File: src/hw/rtl/spiadc_pkg.sv
package spiadc_pkg;

    localparam int DATA_BITS  = 10;
    localparam int CMD_BITS   = 5;
    localparam int DELAY_W    = 16;
    localparam int CH_W       = 3;
    localparam int NCH_W      = 4;
    localparam int BIT_IDX_W  = 4;
    localparam int CFG_IDX_W  = 1;
    localparam int CFG_DATA_W = 16;

    localparam logic [7:0]            CMD_HEAD       = 8'h18;
    localparam logic [NCH_W-1:0]      MAX_CHANNELS   = NCH_W'(8);
    localparam logic [NCH_W-1:0]      RESET_CHANNELS = NCH_W'(4);
    localparam logic [DELAY_W-1:0]    RESET_HALF     = DELAY_W'(1);
    localparam logic [BIT_IDX_W-1:0]  CMD_LAST_BIT   = BIT_IDX_W'(CMD_BITS - 1);
    localparam logic [BIT_IDX_W-1:0]  READ_BITS      = BIT_IDX_W'(DATA_BITS);

    localparam logic [CFG_IDX_W-1:0]  REG_SCAN_CHANNELS = CFG_IDX_W'(0);
    localparam logic [CFG_IDX_W-1:0]  REG_HALF_PERIOD   = CFG_IDX_W'(1);

    typedef enum logic [7:0] {
        PH_IDLE      = 8'b0000_0001,
        PH_CS_SETUP  = 8'b0000_0010,
        PH_CMD_SETUP = 8'b0000_0100,
        PH_CMD_HIGH  = 8'b0000_1000,
        PH_CMD_LOW   = 8'b0001_0000,
        PH_RD_HIGH   = 8'b0010_0000,
        PH_RD_LOW    = 8'b0100_0000,
        PH_GAP       = 8'b1000_0000
    } phase_t;

    typedef struct packed {
        logic                 cs_n;
        logic                 sclk;
        logic                 mosi;
        logic                 busy_res;
        logic                 sample_valid;
        logic [CH_W-1:0]      sample_channel;
        logic [DATA_BITS-1:0] sample_value;
        logic                 scan_done;
    } tick_result_t;

    // command bit for a given channel, bit position counted from the lsb
    function automatic logic cmd_bit(input logic [CH_W-1:0] ch, input logic [2:0] pos);
        logic [7:0] cmd;
        cmd = CMD_HEAD | {{(8 - CH_W){1'b0}}, ch};
        return cmd[pos];
    endfunction

endpackage

File: src/hw/rtl/spiadc_in_if.sv
interface spiadc_in_if;
    logic valid;
    logic ready;
    logic start_req;
    logic miso;

    modport source (output valid, output start_req, output miso, input ready);
    modport sink (input valid, input start_req, input miso, output ready);
endinterface

File: src/hw/rtl/spiadc_out_if.sv
interface spiadc_out_if;
    import spiadc_pkg::*;

    logic                 valid;
    logic                 ready;
    logic                 cs_n;
    logic                 sclk;
    logic                 mosi;
    logic                 busy_res;
    logic                 sample_valid;
    logic [CH_W-1:0]      sample_channel;
    logic [DATA_BITS-1:0] sample_value;
    logic                 scan_done;

    modport source (output valid, output cs_n, output sclk, output mosi, output busy_res,
                    output sample_valid, output sample_channel, output sample_value,
                    output scan_done, input ready);
    modport sink (input valid, input cs_n, input sclk, input mosi, input busy_res,
                  input sample_valid, input sample_channel, input sample_value,
                  input scan_done, output ready);
endinterface

File: src/hw/rtl/spiadc_cfg_if.sv
interface spiadc_cfg_if;
    import spiadc_pkg::*;

    logic                  valid;
    logic                  ready;
    logic [CFG_IDX_W-1:0]  index;
    logic [CFG_DATA_W-1:0] data;

    modport source (output valid, output index, output data, input ready);
    modport sink (input valid, input index, input data, output ready);
endinterface

File: src/hw/rtl/spi_adc_channel_scanner.sv
// SPI master that scans channels 0 to scan_channels-1 of an 8-channel 10-bit serial ADC.
// Each input transaction is one tick of the serial sequencer (start_req and the miso level);
// each tick yields exactly one output transaction with the pin levels after that tick
// (cs_n, sclk, mosi), busy_res, and on the tick chip select rises after a channel the
// sample, its channel and the end-of-scan flag. A transaction is taken every clock cycle:
// the sequencer state and the output register both advance on an accepted tick, and a new
// tick is accepted whenever the output register is empty or being drained in the same
// cycle, so out_ch.ready stalls are the only thing that holds off the input. Every pin
// phase lasts half_period_ticks ticks, so one channel takes 38 phases (chip select setup,
// three per command bit, two per read clock) plus a one-phase gap with chip select high.
// Registers are written through cfg (index 0 scan_channels, index 1 half_period_ticks)
// by the user only while the block is idle (not enforced by the block); cfg is always ready.
module spi_adc_channel_scanner (
    input  logic         clk,
    input  logic         rst_n,
    spiadc_in_if.sink    in_ch,
    spiadc_out_if.source out_ch,
    spiadc_cfg_if.sink   cfg
);
    import spiadc_pkg::*;

    // configuration registers
    logic [NCH_W-1:0]   scan_channels_reg;
    logic [DELAY_W-1:0] half_period_reg;

    // output register
    logic               out_valid_reg;
    tick_result_t       out_data_reg;

    tick_result_t       tick_result;
    logic               in_accept;

    // take a tick when the output slot is free or emptied this cycle
    assign in_ch.ready = !out_valid_reg || out_ch.ready;
    assign in_accept   = in_ch.valid && in_ch.ready;
    assign cfg.ready   = 1'b1;

    always_ff @(posedge clk or negedge rst_n)
    begin
        if (!rst_n)
        begin
            scan_channels_reg <= RESET_CHANNELS;
            half_period_reg   <= RESET_HALF;
        end
        else if (cfg.valid)
        begin
            case (cfg.index)
                REG_SCAN_CHANNELS: scan_channels_reg <= cfg.data[NCH_W-1:0];
                REG_HALF_PERIOD:   half_period_reg   <= cfg.data[DELAY_W-1:0];
                default:           ;
            endcase
        end
    end

    // pin sequencer, advances one tick per accepted transaction
    spiadc_seq u_seq (
        .clk               (clk),
        .rst_n             (rst_n),
        .step_en           (in_accept),
        .start_req         (in_ch.start_req),
        .miso              (in_ch.miso),
        .scan_channels     (scan_channels_reg),
        .half_period_ticks (half_period_reg),
        .result            (tick_result)
    );

    always_ff @(posedge clk or negedge rst_n)
    begin
        if (!rst_n)
        begin
            out_valid_reg <= 1'b0;
        end
        else if (in_accept)
        begin
            out_valid_reg <= 1'b1;
        end
        else if (out_ch.ready)
        begin
            out_valid_reg <= 1'b0;
        end
    end

    // payload only loads with a new tick
    always_ff @(posedge clk)
    begin
        if (in_accept)
        begin
            out_data_reg <= tick_result;
        end
    end

    assign out_ch.valid          = out_valid_reg;
    assign out_ch.cs_n           = out_data_reg.cs_n;
    assign out_ch.sclk           = out_data_reg.sclk;
    assign out_ch.mosi           = out_data_reg.mosi;
    assign out_ch.busy_res       = out_data_reg.busy_res;
    assign out_ch.sample_valid   = out_data_reg.sample_valid;
    assign out_ch.sample_channel = out_data_reg.sample_channel;
    assign out_ch.sample_value   = out_data_reg.sample_value;
    assign out_ch.scan_done      = out_data_reg.scan_done;

endmodule

File: src/hw/rtl/spiadc_seq.sv
module spiadc_seq (
    input  logic                            clk,
    input  logic                            rst_n,
    input  logic                            step_en,
    input  logic                            start_req,
    input  logic                            miso,
    input  logic [spiadc_pkg::NCH_W-1:0]    scan_channels,
    input  logic [spiadc_pkg::DELAY_W-1:0]  half_period_ticks,
    output spiadc_pkg::tick_result_t        result
);
    import spiadc_pkg::*;

    phase_t                 phase_reg, phase_next;
    logic [DELAY_W-1:0]     delay_reg, delay_next;
    logic [BIT_IDX_W-1:0]   bit_reg, bit_next;
    logic [CH_W-1:0]        ch_reg, ch_next;
    logic [DATA_BITS-1:0]   shift_reg, shift_next;
    logic                   cs_n_reg, cs_n_next;
    logic                   sclk_reg, sclk_next;
    logic                   mosi_reg, mosi_next;

    logic [DELAY_W-1:0]     half;
    logic [NCH_W-1:0]       nch;
    logic                   last_ch;
    logic [BIT_IDX_W-1:0]   bit_dec;

    assign half    = (half_period_ticks == '0) ? DELAY_W'(1) : half_period_ticks;
    assign nch     = (scan_channels == '0) ? NCH_W'(1) :
                     ((scan_channels > MAX_CHANNELS) ? MAX_CHANNELS : scan_channels);
    assign last_ch = ({1'b0, ch_reg} + NCH_W'(1)) >= nch;
    assign bit_dec = bit_reg - BIT_IDX_W'(1);

    always_comb
    begin
        phase_next = phase_reg;
        delay_next = delay_reg;
        bit_next   = bit_reg;
        ch_next    = ch_reg;
        shift_next = shift_reg;
        cs_n_next  = cs_n_reg;
        sclk_next  = sclk_reg;
        mosi_next  = mosi_reg;
        result     = '0;

        if (phase_reg == PH_IDLE)
        begin
            if (start_req)
            begin
                ch_next    = '0;
                shift_next = '0;
                bit_next   = '0;
                cs_n_next  = 1'b0;
                sclk_next  = 1'b0;
                mosi_next  = 1'b0;
                phase_next = PH_CS_SETUP;
                delay_next = DELAY_W'(1);
            end
        end
        else if (delay_reg < half)
        begin
            delay_next = delay_reg + DELAY_W'(1);
        end
        else
        begin
            delay_next = DELAY_W'(1);
            case (phase_reg)
                PH_CS_SETUP:
                begin
                    bit_next   = CMD_LAST_BIT;
                    mosi_next  = cmd_bit(ch_reg, CMD_LAST_BIT[2:0]);
                    phase_next = PH_CMD_SETUP;
                end
                PH_CMD_SETUP:
                begin
                    sclk_next  = 1'b1;
                    phase_next = PH_CMD_HIGH;
                end
                PH_CMD_HIGH:
                begin
                    sclk_next  = 1'b0;
                    phase_next = PH_CMD_LOW;
                end
                PH_CMD_LOW:
                begin
                    if (bit_reg != '0)
                    begin
                        bit_next   = bit_dec;
                        mosi_next  = cmd_bit(ch_reg, bit_dec[2:0]);
                        phase_next = PH_CMD_SETUP;
                    end
                    else
                    begin
                        bit_next   = READ_BITS;
                        shift_next = '0;
                        sclk_next  = 1'b1;
                        phase_next = PH_RD_HIGH;
                    end
                end
                PH_RD_HIGH:
                begin
                    sclk_next  = 1'b0;
                    phase_next = PH_RD_LOW;
                end
                PH_RD_LOW:
                begin
                    if (bit_reg != '0)
                    begin
                        bit_next   = bit_dec;
                        sclk_next  = 1'b1;
                        phase_next = PH_RD_HIGH;
                    end
                    else
                    begin
                        cs_n_next             = 1'b1;
                        sclk_next             = 1'b0;
                        mosi_next             = 1'b0;
                        result.sample_valid   = 1'b1;
                        result.sample_channel = ch_reg;
                        result.sample_value   = shift_reg;
                        if (last_ch)
                        begin
                            result.scan_done = 1'b1;
                            phase_next       = PH_IDLE;
                            delay_next       = '0;
                            ch_next          = '0;
                        end
                        else
                        begin
                            phase_next = PH_GAP;
                        end
                    end
                end
                PH_GAP:
                begin
                    ch_next    = ch_reg + CH_W'(1);
                    shift_next = '0;
                    cs_n_next  = 1'b0;
                    sclk_next  = 1'b0;
                    mosi_next  = 1'b0;
                    phase_next = PH_CS_SETUP;
                end
                default:
                begin
                    phase_next = PH_IDLE;
                    delay_next = '0;
                    cs_n_next  = 1'b1;
                    sclk_next  = 1'b0;
                    mosi_next  = 1'b0;
                end
            endcase
        end

        // miso is taken on the last tick of each clock-high read phase, null bit skipped
        if (phase_next == PH_RD_HIGH && delay_next == half && bit_next != READ_BITS)
        begin
            shift_next = {shift_next[DATA_BITS-2:0], miso};
        end

        result.cs_n     = cs_n_next;
        result.sclk     = sclk_next;
        result.mosi     = mosi_next;
        result.busy_res = (phase_next != PH_IDLE);
    end

    always_ff @(posedge clk or negedge rst_n)
    begin
        if (!rst_n)
        begin
            phase_reg <= PH_IDLE;
            delay_reg <= '0;
            bit_reg   <= '0;
            ch_reg    <= '0;
            shift_reg <= '0;
            cs_n_reg  <= 1'b1;
            sclk_reg  <= 1'b0;
            mosi_reg  <= 1'b0;
        end
        else if (step_en)
        begin
            phase_reg <= phase_next;
            delay_reg <= delay_next;
            bit_reg   <= bit_next;
            ch_reg    <= ch_next;
            shift_reg <= shift_next;
            cs_n_reg  <= cs_n_next;
            sclk_reg  <= sclk_next;
            mosi_reg  <= mosi_next;
        end
    end

endmodule
File: src/flat_wrapper.sv
// flat-port wrapper written by rule: the top's interface ports become plain ports
module spi_adc_channel_scanner_flat import spiadc_pkg::*;
  (clk, rst_n, in_ch_valid, in_ch_start_req, in_ch_miso, in_ch_ready, out_ch_valid, out_ch_cs_n, out_ch_sclk, out_ch_mosi, out_ch_busy_res, out_ch_sample_valid, out_ch_sample_channel, out_ch_sample_value, out_ch_scan_done, out_ch_ready, cfg_valid, cfg_index, cfg_data, cfg_ready);
  spiadc_in_if in_ch_i ();
  spiadc_out_if out_ch_i ();
  spiadc_cfg_if cfg_i ();
  input  logic clk;
  input  logic rst_n;
  input wire logic [$bits(in_ch_i.valid)-1:0] in_ch_valid;
  input wire logic [$bits(in_ch_i.start_req)-1:0] in_ch_start_req;
  input wire logic [$bits(in_ch_i.miso)-1:0] in_ch_miso;
  output wire logic [$bits(in_ch_i.ready)-1:0] in_ch_ready;
  output wire logic [$bits(out_ch_i.valid)-1:0] out_ch_valid;
  output wire logic [$bits(out_ch_i.cs_n)-1:0] out_ch_cs_n;
  output wire logic [$bits(out_ch_i.sclk)-1:0] out_ch_sclk;
  output wire logic [$bits(out_ch_i.mosi)-1:0] out_ch_mosi;
  output wire logic [$bits(out_ch_i.busy_res)-1:0] out_ch_busy_res;
  output wire logic [$bits(out_ch_i.sample_valid)-1:0] out_ch_sample_valid;
  output wire logic [$bits(out_ch_i.sample_channel)-1:0] out_ch_sample_channel;
  output wire logic [$bits(out_ch_i.sample_value)-1:0] out_ch_sample_value;
  output wire logic [$bits(out_ch_i.scan_done)-1:0] out_ch_scan_done;
  input wire logic [$bits(out_ch_i.ready)-1:0] out_ch_ready;
  input wire logic [$bits(cfg_i.valid)-1:0] cfg_valid;
  input wire logic [$bits(cfg_i.index)-1:0] cfg_index;
  input wire logic [$bits(cfg_i.data)-1:0] cfg_data;
  output wire logic [$bits(cfg_i.ready)-1:0] cfg_ready;
  assign in_ch_i.valid = in_ch_valid;
  assign in_ch_i.start_req = in_ch_start_req;
  assign in_ch_i.miso = in_ch_miso;
  assign in_ch_ready = in_ch_i.ready;
  assign out_ch_valid = out_ch_i.valid;
  assign out_ch_cs_n = out_ch_i.cs_n;
  assign out_ch_sclk = out_ch_i.sclk;
  assign out_ch_mosi = out_ch_i.mosi;
  assign out_ch_busy_res = out_ch_i.busy_res;
  assign out_ch_sample_valid = out_ch_i.sample_valid;
  assign out_ch_sample_channel = out_ch_i.sample_channel;
  assign out_ch_sample_value = out_ch_i.sample_value;
  assign out_ch_scan_done = out_ch_i.scan_done;
  assign out_ch_i.ready = out_ch_ready;
  assign cfg_i.valid = cfg_valid;
  assign cfg_i.index = cfg_index;
  assign cfg_i.data = cfg_data;
  assign cfg_ready = cfg_i.ready;
  spi_adc_channel_scanner u_core (.clk(clk), .rst_n(rst_n), .in_ch(in_ch_i), .out_ch(out_ch_i), .cfg(cfg_i));
endmodule
File: config.mk
export PLATFORM = sky130hd
export DESIGN_NAME = spi_adc_channel_scanner_flat
export DESIGN_NICKNAME = d
export VERILOG_FILES = /design/src/hw/rtl/spiadc_pkg.sv /design/src/hw/rtl/spiadc_in_if.sv /design/src/hw/rtl/spiadc_out_if.sv /design/src/hw/rtl/spiadc_cfg_if.sv /design/src/hw/rtl/spi_adc_channel_scanner.sv /design/src/hw/rtl/spiadc_seq.sv /design/src/flat_wrapper.sv
export SDC_FILE = /design/constraint.sdc
export NUM_CORES = 1
export LEC_CHECK = 0
export ABC_AREA = 1
export BUFFER_PORTS_ARGS = -buffer_cell sky130_fd_sc_hd__buf_2
export CAP_MARGIN = 20
export CORE_MARGIN = 2
export CORE_UTILIZATION = 50
export DETAILED_ROUTE_END_ITERATION = 8
export HOLD_SLACK_MARGIN = 0.05
export PLACE_DENSITY = 0.68
export SETUP_SLACK_MARGIN = 0.02
export SLEW_MARGIN = 20
export SYNTH_ARGS = -nofsm -noshare
export SYNTH_HDL_FRONTEND = slang
export SYNTH_HIERARCHICAL = 1
export SYNTH_SLANG_ARGS = --single-unit
File: constraint.sdc
create_clock -name clk -period 6.7 [get_ports clk]
set_clock_uncertainty 0.2 [all_clocks]
set_input_delay 0.335 -clock clk [delete_from_list [all_inputs] [get_ports clk]]
set_output_delay 0.335 -clock clk [all_outputs]
set_load 0.01 [all_outputs]
# Yosys cells after proc, flatten, opt, wreduce, memory -nomap -nowiden
# Index checks and enable logic that the tools add are counted.
op_classes:
  addsub: 4
  multipliers: 0
  div: 0
  magnitude_cmp: 4
  n_eq_ne: 19
  shifts: 0
  muxes: 57
  bitwise: 2
  n_reduce_logical: 20
op_table:
  columns: ["op", "count"]
  rows:
  - ["two-way mux 16 bit", 4]
  - ["one-hot mux 8 bit (7 select lines)", 1]
  - ["two-way mux 10 bit", 5]
  - ["two-way mux 8 bit", 5]
  - ["two-way mux 4 bit", 7]
  - ["two-way mux 1 bit", 20]
  - ["one-hot mux 10 bit (2 select lines)", 1]
  - ["adder 16 x 1 -> 16 bit, second input constant", 1]
  - ["equality test 16 bit", 1]
  - ["equality test 8 x 6 -> 1 bit, second input constant", 2]
  - ["logical NOT 16 bit", 1]
  - ["less-than comparator 16 bit", 1]
  - ["two-way mux 15 bit", 1]
  - ["two-way mux 3 bit", 5]
  - ["one-hot mux 4 bit (3 select lines)", 1]
  - ["equality test 8 x 1 -> 1 bit, second input constant", 1]
  - ["equality test 8 x 2 -> 1 bit, second input constant", 1]
  - ["equality test 8 x 3 -> 1 bit, second input constant", 1]
  - ["equality test 8 x 4 -> 1 bit, second input constant", 1]
  - ["equality test 8 x 5 -> 1 bit, second input constant", 1]
  - ["equality test 8 x 7 -> 1 bit, second input constant", 1]
  - ["equality test 8 bit, second input constant", 1]
  - ["!= test 4 bit, second input constant", 2]
  - ["!= test 8 x 1 -> 1 bit, second input constant", 1]
  - ["other kinds (30)", 40]
totals:
  ff_bits: 84
  latchBits: 0
  ram_bits: 0
  mem_bits_ro: 0
  in_bits: 24
  out_inout_bits: 22
  word_cells: 126
  memories: 0

# Longest topological paths before layout
# Gate-level depths: netlist of the first run.
logic_depth:
  ltp_word: 14
  mapped_depth: 28

# Hierarchy
# Netlist of the first run, hierarchy kept.
by_module_without_submodules:
  columns: ["module", "n_inst", "cells_each", "area_each_um2", "seq_area_each_um2"]
  rows:
  - ["spiadc_seq", 1, 688, 4416.7, 1103.6]
  - ["spi_adc_channel_scanner", 1, 115, 1443.9, 1098.6]

# Least setup slack after synthesis of the first run
# OpenSTA, ideal clock, no wires.
synth_timing:
  path_kind: "flip-flop to flip-flop"
  from: "register u_core.u_seq.delay_reg[11]"
  to: "register u_core.u_seq.shift_reg[9]"
  setup_ns: 0.118
  arrival_ns: 2.732
  required_ns: 6.382
  slack_ns: 3.650
  path_stages_with_launch: 21
  path_cell_list: "dfrtp_1 ha_1 nand2_1 inv_2 nand3_1 a31oi_1 a2111oi_4 nand2_4 buf_6 nand2_2 nand2_2 nor2_4 nand3_1 nor2_2 nand2_2 nor2_8 nand2_4 nand2_1 nand2_1 nand2_1 nand2_1"
synth_between:
  elab_chain_len: 8
  elab_cells_between_ends: 22
synth_lines:
  columns: ["element", "line_no", "rtl"]
  rows:
  - ["from (decl)", "spiadc_seq.sv:14", "logic [DELAY_W-1:0] delay_reg, delay_next;"]
  - ["from (signal assigned)", "spiadc_seq.sv:181", "delay_reg <= delay_next;"]
  - ["adder 16 x 1 -> 16 bit / less-than comparator 16 bit (equally long branches)", "spiadc_seq.sv:61, spiadc_seq.sv:59", null]
  - ["two-way mux 16 bit / two-way mux 8 bit (equally long branches)", "spiadc_seq.sv:59", "else if (delay_reg < half)"]
  - ["two-way mux 16 bit / two-way mux 8 bit (equally long branches)", "spiadc_seq.sv:45", "if (phase_reg == PH_IDLE)"]
  - ["equality test 16 bit / equality test 8 x 6 -> 1 bit (equally long branches)", "spiadc_seq.sv:154", "if (phase_next == PH_RD_HIGH && delay_next == half && bit_next != READ_BITS)"]
  - ["logical AND 1 bit (2 in a row)", "spiadc_seq.sv:154", null]
  - ["!= test 4 bit (no line) (tied with other cells)", null, null]
  - ["AND reduction 5 bit (no line)", null, null]
  - ["to (signal assigned)", "spiadc_seq.sv:184", "shift_reg <= shift_next;"]
  - ["to (decl)", "spiadc_seq.sv:17", "logic [DATA_BITS-1:0] shift_reg, shift_next;"]
# Several ways; a longest one is shown, not always the timed one. The select of a mux whose other input is x is not followed.
# A chain may end at the register's enable or synchronous reset.

# Worst setup path after layout of the first run
layout_timing:
  from: "register u_core.u_seq.phase_reg[3]"
  to: "register u_core.u_seq.shift_reg[9]"
layout_between:
  elab_chain_len: 10
  elab_cells_between_ends: 33
layout_lines:
  columns: ["element", "line_no", "rtl"]
  rows:
  - ["from (decl)", "spiadc_seq.sv:13", "phase_t phase_reg, phase_next;"]
  - ["from (signal assigned)", "spiadc_seq.sv:180", "phase_reg <= phase_next;"]
  - ["equality test 8 x 5 -> 1 bit (tied with other cells)", "spiadc_seq.sv:66", "case (phase_reg)"]
  - ["OR reduction 6 bit (no line)", null, null]
  - ["one-hot mux 1 bit (2 select lines)", "spiadc_seq.sv:66", null]
  - ["two-way mux 16 bit", "spiadc_seq.sv:59", null]
  - ["two-way mux 16 bit", "spiadc_seq.sv:45", null]
  - ["equality test 16 bit", "spiadc_seq.sv:154", null]
  - ["logical AND 1 bit (2 in a row)", "spiadc_seq.sv:154", null]
  - ["!= test 4 bit (no line) (tied with other cells)", null, null]
  - ["AND reduction 5 bit (no line)", null, null]
# Several ways; a longest one is shown, not always the timed one. The select of a mux whose other input is x is not followed.

==> results of run 1 <==
## cells by family after synthesis
| group | after synthesis |
|---|---|
| AND/OR/NAND/NOR | 458 |
| buffers and inverters | 137 |
| other | 1 |
| adder cells (fa/ha/maj) | 24 |
| XOR/XNOR | 16 |
| AO/OA/AOI/OAI | 83 |
| flip-flops | 84 |
## Yosys cell counts (9+ instances only)
cell	number
xor2_1	15
o22ai_1	19
nand4_1	25
inv_2	10
nor2_1	65
ha_1	24
inv_1	97
o21ai_0	35
dfrtp_1	61
nand2_1	233
a21oi_1	9
edfxtp_1	19
buf_4	9
nand3_1	97
## area by class of cell
class                      count  area [sq um]  share of cell area [%]
multi-input combinational    582          3070                    46.6
clock buffer                  10           229                    3.48
sequential                    84          2200                    33.4
clock inverter                 6          47.5                   0.722
timing repair buffer          67           455                    6.92
inverter                     107           402                    6.10
tap                          143           179                    2.72
## per-layer routing
layer / track usage [%] / vias up
li1: - / 2743
met1: 32.4 / 2604
met2: 43.3 / 198
met3: 5.45 / 27
met4: 9.43 / 0
met5: 0 / -
## through the flow
step / cells / hold WS (ns) / utilization [%] / setup slack, ns
2_1_floorplan: 803 / -0.161 / - / 3.65
3_3_place_gp: 965 / 0.266 / 53.5 / 2.61
3_5_place_dp: 965 / 0.267 / 53.5 / 2.41
4_1_cts: 998 / 0.0505 / 57.4 / 2.38
5_1_grt: 999 / 0.0871 / 57.7 / 1.75
6_report: 999 / 0.0650 / 57.7 / 2.34
## critical path, delay by kind of cell, from the launching register on
kind / cells / cell delay [ns]
and+or+nand+nor: 16 / 2.71
DFF: 1 / 0.43
buffers and inverters: 3 / 0.87
## where the power goes
part           switching, uW  leakage, uW  internal [uW]
registers                148      0.00102            644
clock network            216     0.000134            255
logic                    867      0.00221            438
## how the worst max path moves through the flow
stage                                           start                               endpoint  slack (ns)
2_1_floorplan  u_core/u_seq/delay_reg[11]$_DFFE_PN0P_  u_core/u_seq/shift_reg[9]$_DFFE_PN0P_        3.65
3_3_place_gp    u_core/u_seq/phase_reg[2]$_DFFE_PN0P_  u_core/u_seq/shift_reg[9]$_DFFE_PN0P_        2.61
3_5_place_dp    u_core/u_seq/phase_reg[2]$_DFFE_PN0P_  u_core/u_seq/shift_reg[9]$_DFFE_PN0P_        2.41
4_1_cts         u_core/u_seq/phase_reg[3]$_DFFE_PN0P_  u_core/u_seq/shift_reg[9]$_DFFE_PN0P_        2.38
5_1_grt         u_core/u_seq/phase_reg[2]$_DFFE_PN0P_  u_core/u_seq/shift_reg[9]$_DFFE_PN0P_        1.75
6_report        u_core/u_seq/phase_reg[3]$_DFFE_PN0P_  u_core/u_seq/shift_reg[9]$_DFFE_PN0P_        2.34
## what timing repair did
item	in CTS	in global routing
endpoints found under the hold margin	79	0
endpoints found under the setup margin	0	0
hold buffers	17	0
==> impl_metrics.yaml, run 1 <==
die:
  core-area_sq_mm: 0.0114
  fp-row-count: 39
  dieArea_sq_mm: 0.0126
  fp.dieW_microns: 112
  start_util_pct: 51.3
  die_h_microns: 112
  io_pins: 46
min_path:
  min_from: "cfg_data[3]"
  worstHoldPathType: "in -> reg"
  holdPathEnd: "u_core/half_period_reg[3]$_DFFE_PN0P_"
  min_delay_path_depth: 3
route:
  routed-wl-met3_microns: 954
  postRouteAntennaNets: 0
  first_iter_violations: 459
  wl_per_cell_microns: 15.6
  m1WireLength_microns: 6610
  drt_wl_total_microns: 15500
  viasPerCell: 5.58
  first_pass_iters: 5
  num_vias: 5572
  highest_layer: "met4"
  drcViolationCount: 0
  wl_met2_microns: 7620
yosys:
  yosys.area.top_type: "dfrtp_1"
  synth.distinct_cells: 44
  ys_async_sr_fraction_pct: 77.4
  synth_top_family_by_area: "simple AND/OR/NAND/NOR gates"
  synth_area_sq_mm: 0.00586
  syn_nets: 851
  synth_compound_area_share_pct: 8.69
  yosys_warnings: 6
  synth.area.top_cells: "dfrtp_1 26%, nand2_1 15%, edfxtp_1 9.7%, nand3_1 8.3%, inv_1 6.2%"
  ys_ff_latch: 84
  synth_xor_area_share_pct: 2.39
  synthAdderAreaFrac_pct: 5.12
  synth.yosys.seq_area_share_pct: 37.6
  synth_top_area_share_pct: 26.0
  syn-instance-count: 803
  synth_edf_count: 19
  syn_avg_cell_area_sq_um: 7.30
  synthMuxAreaShare_pct: 0
  synth-simple-area-share_pct: 35.9
  synthFlopType: "dfrtp_1"
layout:
  fin_area_sq_mm: 0.00659
  syn_to_final_growth_pct: 12.4
  nFillCells: 1078
  antennaDiodeCount: 0
  num-nets-final: 899
  final_cell_mix: "233 x nand2_1, 97 x inv_1, 97 x nand3_1, 65 x nor2_1, 61 x dfrtp_1"
  layout-drive-gt1-share_pct: 13.4
  final_common_cell: "nand2_1"
worst_setup_path:
  rr_startpoint: "u_core/u_seq/phase_reg[3]$_DFFE_PN0P_"
  crit_type: "reg -> reg"
  cp_max_fo: 29
  crit_top_cell: "nand2_1"
  startpoint_type: "register"
  r2r_cells: 19
  slowest_delay_ns: 0.80
  worstReg2RegEnd: "u_core/u_seq/shift_reg[9]$_DFFE_PN0P_"
  critPathRequiredTime_ns: 6.74
  worst_setup_path_end_kind: "register"
  cp_cell_sequence: "nor2_1 > inv_1 > nor4_2 > inv_2 > nor2_1 > buf_4 > nand2_1 > nand2_1 > nand2_1 > nand2_1 > nand2_1 > nor2_1 > nand2_2 > nor2_8 > nand2_4 > nand2_1 > nand2_1 > nand2_1 > nand2_1"
  r2r_setup_slack_ns: 2.34
  slowest_stage: "nor4_2"
  arrival_ns: 4.40
timing:
  hold_viol_final: 0
  fin_crit_ns: 4.36
  finalSetupTns_ns: 0
  final-setup-viol-count: 0
  rsz0062_at_grt: "no"
  fmax_ghz: 0.230
  slew_headroom_pct: 34.8
  min_period_over_period_pct: 65.0
  max_slew.worst_pin.slew_ns: 0.970
  maxSlewViolCount: 0
global_route:
  antenna_found_initial: 0
  grt_pass1_vias: 5443
  grt_usage_pct: 25.6
  grt_max_degree: 66
  grt_overflow: 0
  grt_pass1_wl_microns: 26200
clocking:
  cts_tree: "built"
  post_cts_resized: 0
  cts_buffers: 9
  ctsHtreeMaxLevel: 3
  path_clk_slew_ns: 0.07
  cts_num_sinks: 84
  cts_root_buffer: "clkbuf_16"
  clockBufferDepth: 2
  clkLatencyLatePin_ns: 0.35
  postCtsSetupBuffers: 0
placement:
  io_buffer_count: 44
  place_congestion: 0.920
  hpwl_microns: 11200
  placed_area_sq_mm: 0.00611
run:
  max_cap_viol_count: 0
power:
  p_leak_uw: 0.00336
  finalPower_uw: 2570
  cellPowerDensity_mw_per_mm2: 390
  ir_worst_vdd_mv: 0.225
status:
  status: "completed"
Note: power is estimated with default switching activity, not from simulation.
==> run 2: changes to the inputs <==
- clock period: 6.7 -> 4.4 ns (I/O delays scaled with it)
==> run 2 against run 1 <==
  * Clock power is 52% higher
  * Final area up 0.55%
  * Critical path depth fell by 2
  * Global-route usage rose by 0.63 points
  * Combinational power up 53%
  * Maximum frequency grew 22%
  * Die area unchanged
  * Non-clock buffer count increased by 6
  * Via count rose by 1.5%
  * Critical path type unchanged
==> impl_metrics.yaml, run 2 (synthesis gave the netlist of run 1 again) <==
status:
  status: "completed"
timing:
  finalSetupTns_ns: 0
  slew_headroom_pct: 55.1
  fmax_ghz: 0.279
  final-setup-viol-count: 0
  fin_crit_ns: 3.58
  hold_slack_ns: 0.0676
  hold_viol_final: 0
  max_slew.worst_pin.slew_ns: 0.671
  min_period_over_period_pct: 81.3
  maxSlewViolCount: 0
  rsz0062_at_grt: "no"
worst_setup_path:
  r2r_cells: 17
  cp-startpoint: "u_core/half_period_reg[13]$_DFFE_PN0P_"
  arrival_ns: 3.62
  crit_family: "simple AND/OR/NAND/NOR gates"
  startpoint_type: "register"
  worst_setup_path_end_kind: "register"
  crit_buf_inv: 2
  crit_top_cell: "nand2_1"
  slowest_stage: "a2111oi_4"
  worstReg2RegEnd: "u_core/u_seq/shift_reg[9]$_DFFE_PN0P_"
  slowest_delay_ns: 0.49
  cp_cell_sequence: "inv_1 > ha_1 > a21oi_1 > nor2_1 > a2111oi_4 > buf_4 > nand2_4 > o21ai_1 > nand3_1 > nor2_2 > nand2_2 > nor2_8 > nand2_4 > nand2_1 > nand2_1 > nand2_1 > nand2_1"
  critPathRequiredTime_ns: 4.45
  rr_startpoint: "u_core/half_period_reg[13]$_DFFE_PN0P_"
  cp_max_fo: 21
  crit_type: "reg -> reg"
  r2r_setup_slack_ns: 0.82
global_route:
  grt_pass1_wl_microns: 26400
  grt_pass1_vias: 5484
  grt_max_degree: 43
  grt_overflow: 0
  antenna_found_initial: 0
  grt_usage_pct: 26.2
placement:
  io_buffer_count: 44
  placed_area_sq_mm: 0.00614
  place_congestion: 0.953
  hpwl_microns: 11400
layout:
  syn_to_final_growth_pct: 13.0
  final_cell_mix: "233 x nand2_1, 97 x inv_1, 97 x nand3_1, 65 x nor2_1, 61 x dfrtp_1"
  final_common_cell: "nand2_1"
  layout-drive-gt1-share_pct: 13.7
  num-nets-final: 905
  antennaDiodeCount: 0
  fin_area_sq_mm: 0.00662
  nFillCells: 1053
die:
  start_util_pct: 51.3
  fp-row-count: 39
  fp.dieW_microns: 112
  dieArea_sq_mm: 0.0126
  io_pins: 46
  die_h_microns: 112
  core-area_sq_mm: 0.0114
clocking:
  postCtsSetupBuffers: 0
  path_clk_slew_ns: 0.06
  cts_buffers: 9
  cts_root_buffer: "clkbuf_16"
  clkLatencyLatePin_ns: 0.35
  clockBufferDepth: 2
  cts_tree: "built"
  ctsHtreeMaxLevel: 3
  cts_num_sinks: 84
power:
  finalPower_uw: 3900
  p_leak_uw: 0.00337
  cellPowerDensity_mw_per_mm2: 589
  ir_worst_vdd_mv: 0.326
route:
  first_iter_violations: 467
  drt_wl_total_microns: 15700
  first_pass_iters: 5
  wl_per_cell_microns: 15.6
  drcViolationCount: 0
  postRouteAntennaNets: 0
  num_vias: 5653
  viasPerCell: 5.62
min_path:
  min_from: "cfg_index"
  worstHoldPathType: "in -> reg"
  holdPathEnd: "u_core/half_period_reg[0]$_DFFE_PN1P_"
  min_delay_path_depth: 3
run:
  max_cap_viol_count: 0
-- run 2: area by class of cell --
class	count	area, sq um	share of cell area [%]
Clock inverter	5	37.5	0.567
Inverter	107	402	6.07
Tap cell	143	179	2.70
Timing Repair Buffer	73	488	7.37
Sequential cell	84	2200	33.3
Multi-Input combinational cell	582	3070	46.4
Clock buffer	11	243	3.67
-- run 2: how the worst max path moves through the flow --
stage | slack (ns) | endpoint | cells past startpoint
after floorplan | 1.35 | u_core/u_seq/shift_reg[9]$_DFFE_PN0P_ | 20
after global placement | 1.04 | u_core/u_seq/shift_reg[9]$_DFFE_PN0P_ | 17
after detailed placement | 0.92 | u_core/u_seq/shift_reg[9]$_DFFE_PN0P_ | 17
after CTS | 0.89 | u_core/u_seq/shift_reg[9]$_DFFE_PN0P_ | 17
after global routing | 0.55 | u_core/u_seq/shift_reg[9]$_DFFE_PN0P_ | 25
final | 0.82 | u_core/u_seq/shift_reg[9]$_DFFE_PN0P_ | 17
-- run 2: power by group --
group	internal (uW)	switching, uW	total [uW]
registers	982	213	1190
logic	679	1310	1990
clock network	398	320	718
-- run 2: tightest hold or removal path, delay by kind of cell --
kind	cells	cell delay, ns
buf+inv	1	0.21
simple gates	2	0.19
-- run 2: timing repair --
item | 4_1_cts | 5_1_grt
hold buffers | 20 | 0
endpoints found under the hold margin | 45 | 0
gates resized for setup | 0 | 0
-- run 2: through the flow --
step,util (%),std cells,worst slack (ns)
after detailed placement,53.8,969,0.924
after floorplan,-,803,1.35
final,58.0,1005,0.822
after CTS,58.0,1005,0.894
after global routing,58.0,1005,0.554
after global placement,53.8,969,1.04
-- run 2: routing by layer --
metal / wire, microns / global-route usage (%)
met5: 0 / 0
met4: 603 / 14.1
met3: 896 / 4.16
met2: 7620 / 44.5
met1: 6600 / 32.1
==> run 3: changes to the inputs <==
- ABC_AREA: 1 -> 0
- PLACE_DENSITY: 0.68 -> 0.69
- clock period: 4.4 -> 3.59 ns (I/O delays scaled with it)
==> run 3 against run 2 <==
  * Flip-flop and latch count unchanged
  * Non-clock buffer count up 55
  * Register-to-register slack got worse by 0.79 ns
  * Clock power grew 0.6%
  * Sequential share of layout area decreased by 0.24 points
  * Sequential power up 7%
  * Synthesized area fell by 10%
  * Utilization grew 7.0 points
  * Worst setup slack lost 0.79 ns
  * Count of clock-buffer cells in the layout shrank 2
  * Synthesized cell count fell by 29%
  * Via count down 13%
==> impl_metrics.yaml, run 3 <==
status:
  status: "completed"
yosys:
  synth.yosys.seq_area_share_pct: 41.8
  synth_edf_count: 19
  synth.area.top_cells: "dfrtp_1 29%, edfxtp_1 11%, ha_1 5.7%, o21ai_0 5.2%, nand2_1 4.6%"
  synthMostInstantiatedCell: "nand2_1"
  syn_avg_cell_area_sq_um: 9.27
  syn-instance-count: 568
  synthTopCellsByCount: "65 x nand2_1, 61 x dfrtp_1, 55 x o21ai_0"
  synth_area_sq_mm: 0.00527
  yosys.area.top_type: "dfrtp_1"
  syn_nets: 616
  synth_top_area_share_pct: 29.0
  synth.distinct_cells: 63
  ys_async_sr_fraction_pct: 77.4
  yosys_warnings: 6
  ys_ff_latch: 84
  synthFlopType: "dfrtp_1"
power:
  finalPower_uw: 4110
  swShare_pct: 42.4
  cellPowerDensity_mw_per_mm2: 615
  power_switching_uw: 1740
  ir_worst_vdd_mv: 0.326
  p_int_uw: 2370
  p_leak_uw: 0.00297
  clkPwrFrac_pct: 17.6
  seq_power_share_pct: 30.9
  pwr-share-comb_pct: 51.5
worst_setup_path:
  startpoint_type: "register"
  crit_type: "reg -> reg"
  worst_setup_path_end_kind: "register"
  rr_startpoint: "u_core/u_seq/delay_reg[3]$_DFFE_PN0P_"
  cp_max_fo: 10
  arrival_ns: 3.65
  critPathRequiredTime_ns: 3.68
  cp-startpoint: "u_core/u_seq/delay_reg[3]$_DFFE_PN0P_"
  worstReg2RegEnd: "u_core/u_seq/shift_reg[7]$_DFFE_PN0P_"
  r2r_cells: 14
  cp-endpoint: "u_core/u_seq/shift_reg[7]$_DFFE_PN0P_"
  r2r_setup_slack_ns: 0.03
route:
  viasPerCell: 5.98
  wl_per_cell_microns: 18.2
  num_vias: 4906
  drt_wl_total_microns: 14900
  drcViolationCount: 0
  postRouteAntennaNets: 0
  first_pass_iters: 6
  first_iter_violations: 291
timing:
  fin_crit_ns: 3.56
  max_slew.worst_pin.slew_ns: 0.780
  rsz0062_at_grt: "yes"
  maxSlewViolCount: 0
  fmax_ghz: 0.281
  hold_viol_final: 0
  min_period_over_period_pct: 99.1
  final-setup-viol-count: 0
  slew_headroom_pct: 48.0
layout:
  syn_to_final_growth_pct: 26.9
  final_common_cell: "nand2_1"
  antennaDiodeCount: 0
  fin_area_sq_mm: 0.00668
  stdcell_count: 821
  final_cell_mix: "65 x nand2_1, 62 x buf_4, 58 x dfrtp_1, 48 x o21ai_0, 44 x buf_2"
  layout-drive-gt1-share_pct: 29.2
  num-nets-final: 728
global_route:
  grt_pass1_wl_microns: 23700
  antenna_found_initial: 0
  grt_usage_pct: 26.4
  grt_overflow: 0
  grt_max_degree: 45
  grt_pass1_vias: 4850
clocking:
  clkLatencyLatePin_ns: 0.37
  cts_tree: "built"
  cts_buffers: 9
  ctsHtreeMaxLevel: 3
  cts_num_sinks: 84
  path_clk_slew_ns: 0.10
  clockBufferDepth: 2
  cts_root_buffer: "clkbuf_8"
die:
  start_util_pct: 51.2
  io_pins: 46
  fp-row-count: 37
  die_h_microns: 107
  dieArea_sq_mm: 0.0114
  core-area_sq_mm: 0.0103
  fp.dieW_microns: 107
placement:
  io_buffer_count: 44
  hpwl_microns: 10200
  dp_cells: 773
  place_congestion: 0.999
  placed_area_sq_mm: 0.00592
min_path:
  min_delay_path_depth: 3
  worstHoldPathType: "in -> reg"
run:
  max_cap_viol_count: 0
run 3: repair_timing:
| action | CTS | global route |
|---|---|---|
| setup endpoints to repair | 10 | 10 |
| cloned | 1 | 0 |
| hold endpoints to repair | 43 | 0 |
| hold buffers | 20 | 0 |
| buffers inserted | 3 | 8 |
| pin swaps | 4 | 18 |
| resized for setup | 10 | 53 |
run 3: worst min-delay path by stage:
stage              start                                      end  slack, ns
2_1_floorplan      rst_n   u_core/half_period_reg[10]$_DFFE_PN0P_      -0.32
3_3_place_gp       rst_n      u_core/u_seq/bit_reg[1]$_DFFE_PN0P_      -0.02
3_5_place_dp       rst_n      u_core/u_seq/bit_reg[1]$_DFFE_PN0P_      -0.02
4_1_cts        cfg_valid  u_core/scan_channels_reg[0]$_DFFE_PN0P_       0.09
5_1_grt        cfg_valid  u_core/scan_channels_reg[0]$_DFFE_PN0P_       0.12
6_report       cfg_valid  u_core/scan_channels_reg[0]$_DFFE_PN0P_        0.1
run 3: power by group through the flow:
stage / registers, uW / clock network (uW) / logic [uW]
4_1_cts: 1250 / 733 / 1890
2_1_floorplan: 1240 / 0 / 1160
5_1_grt: 1290 / 776 / 2270
3_5_place_dp: 1270 / 0 / 1780
6_report: 1270 / 722 / 2120
3_3_place_gp: 1260 / 0 / 1740
run 3: layer usage:
layer  wire length, microns  vias up  share of wire (%)  global-route usage [%]
met4                    541        0                3.6                    10.1
met1                   6080     2339                 41                    33.6
met3                   1010       60                6.8                    3.83
met2                   7290      229                 49                    45.6
li1                       -     2278                  -                       -
met5                      0        -                  0                       0
run 3: stage by stage:
step	worst slack [ns]	TNS, ns	utilization, %	hold slack (ns)
2_1_floorplan	0.231	0	-	-0.316
3_3_place_gp	-0.139	-1.38	57.6	-0.0175
3_5_place_dp	-0.157	-1.45	57.6	-0.0157
4_1_cts	0.0228	0	62.2	0.0917
5_1_grt	-0.0684	-0.468	65.0	0.120
6_report	0.0322	0	65.0	0.0992
run 3: kinds of logic after synthesis:
logic type	count (synthesis)	share of synthesized area, %
other	1	0.0712
adders and majority gates	24	5.70
AOI/OAI and AO/OA	143	16.8
and+or+nand+nor	203	19.9
buffers and inverters	56	4.61
DFF	84	41.8
xor gates and xnor gates	16	2.66
muxes	41	8.39
run 3: layout make-up:
class                   instances  area (sq um)
fillers                       818          3600
multi-input cells             429          3080
flip-flops and latches         84          2210
repair buffers                128           917
well taps                     136           170
clock buffers                   9           124
inverters                      28           105
clock inverters                 7          81.3
run 3: worst max-delay path: stages (launching register included):
cell      delay [ns]
dfrtp_1         0.43
buf_4           0.17
nand4_1         0.26
nor4_1          0.31
buf_4           0.17
nand3_1         0.10
xnor2_1         0.17
buf_4           0.15
nor2_1          0.09
o311ai_1        0.13
a211oi_2        0.24
nand4_1         0.16
or4_4           0.58
buf_12          0.17
mux2i_1         0.15
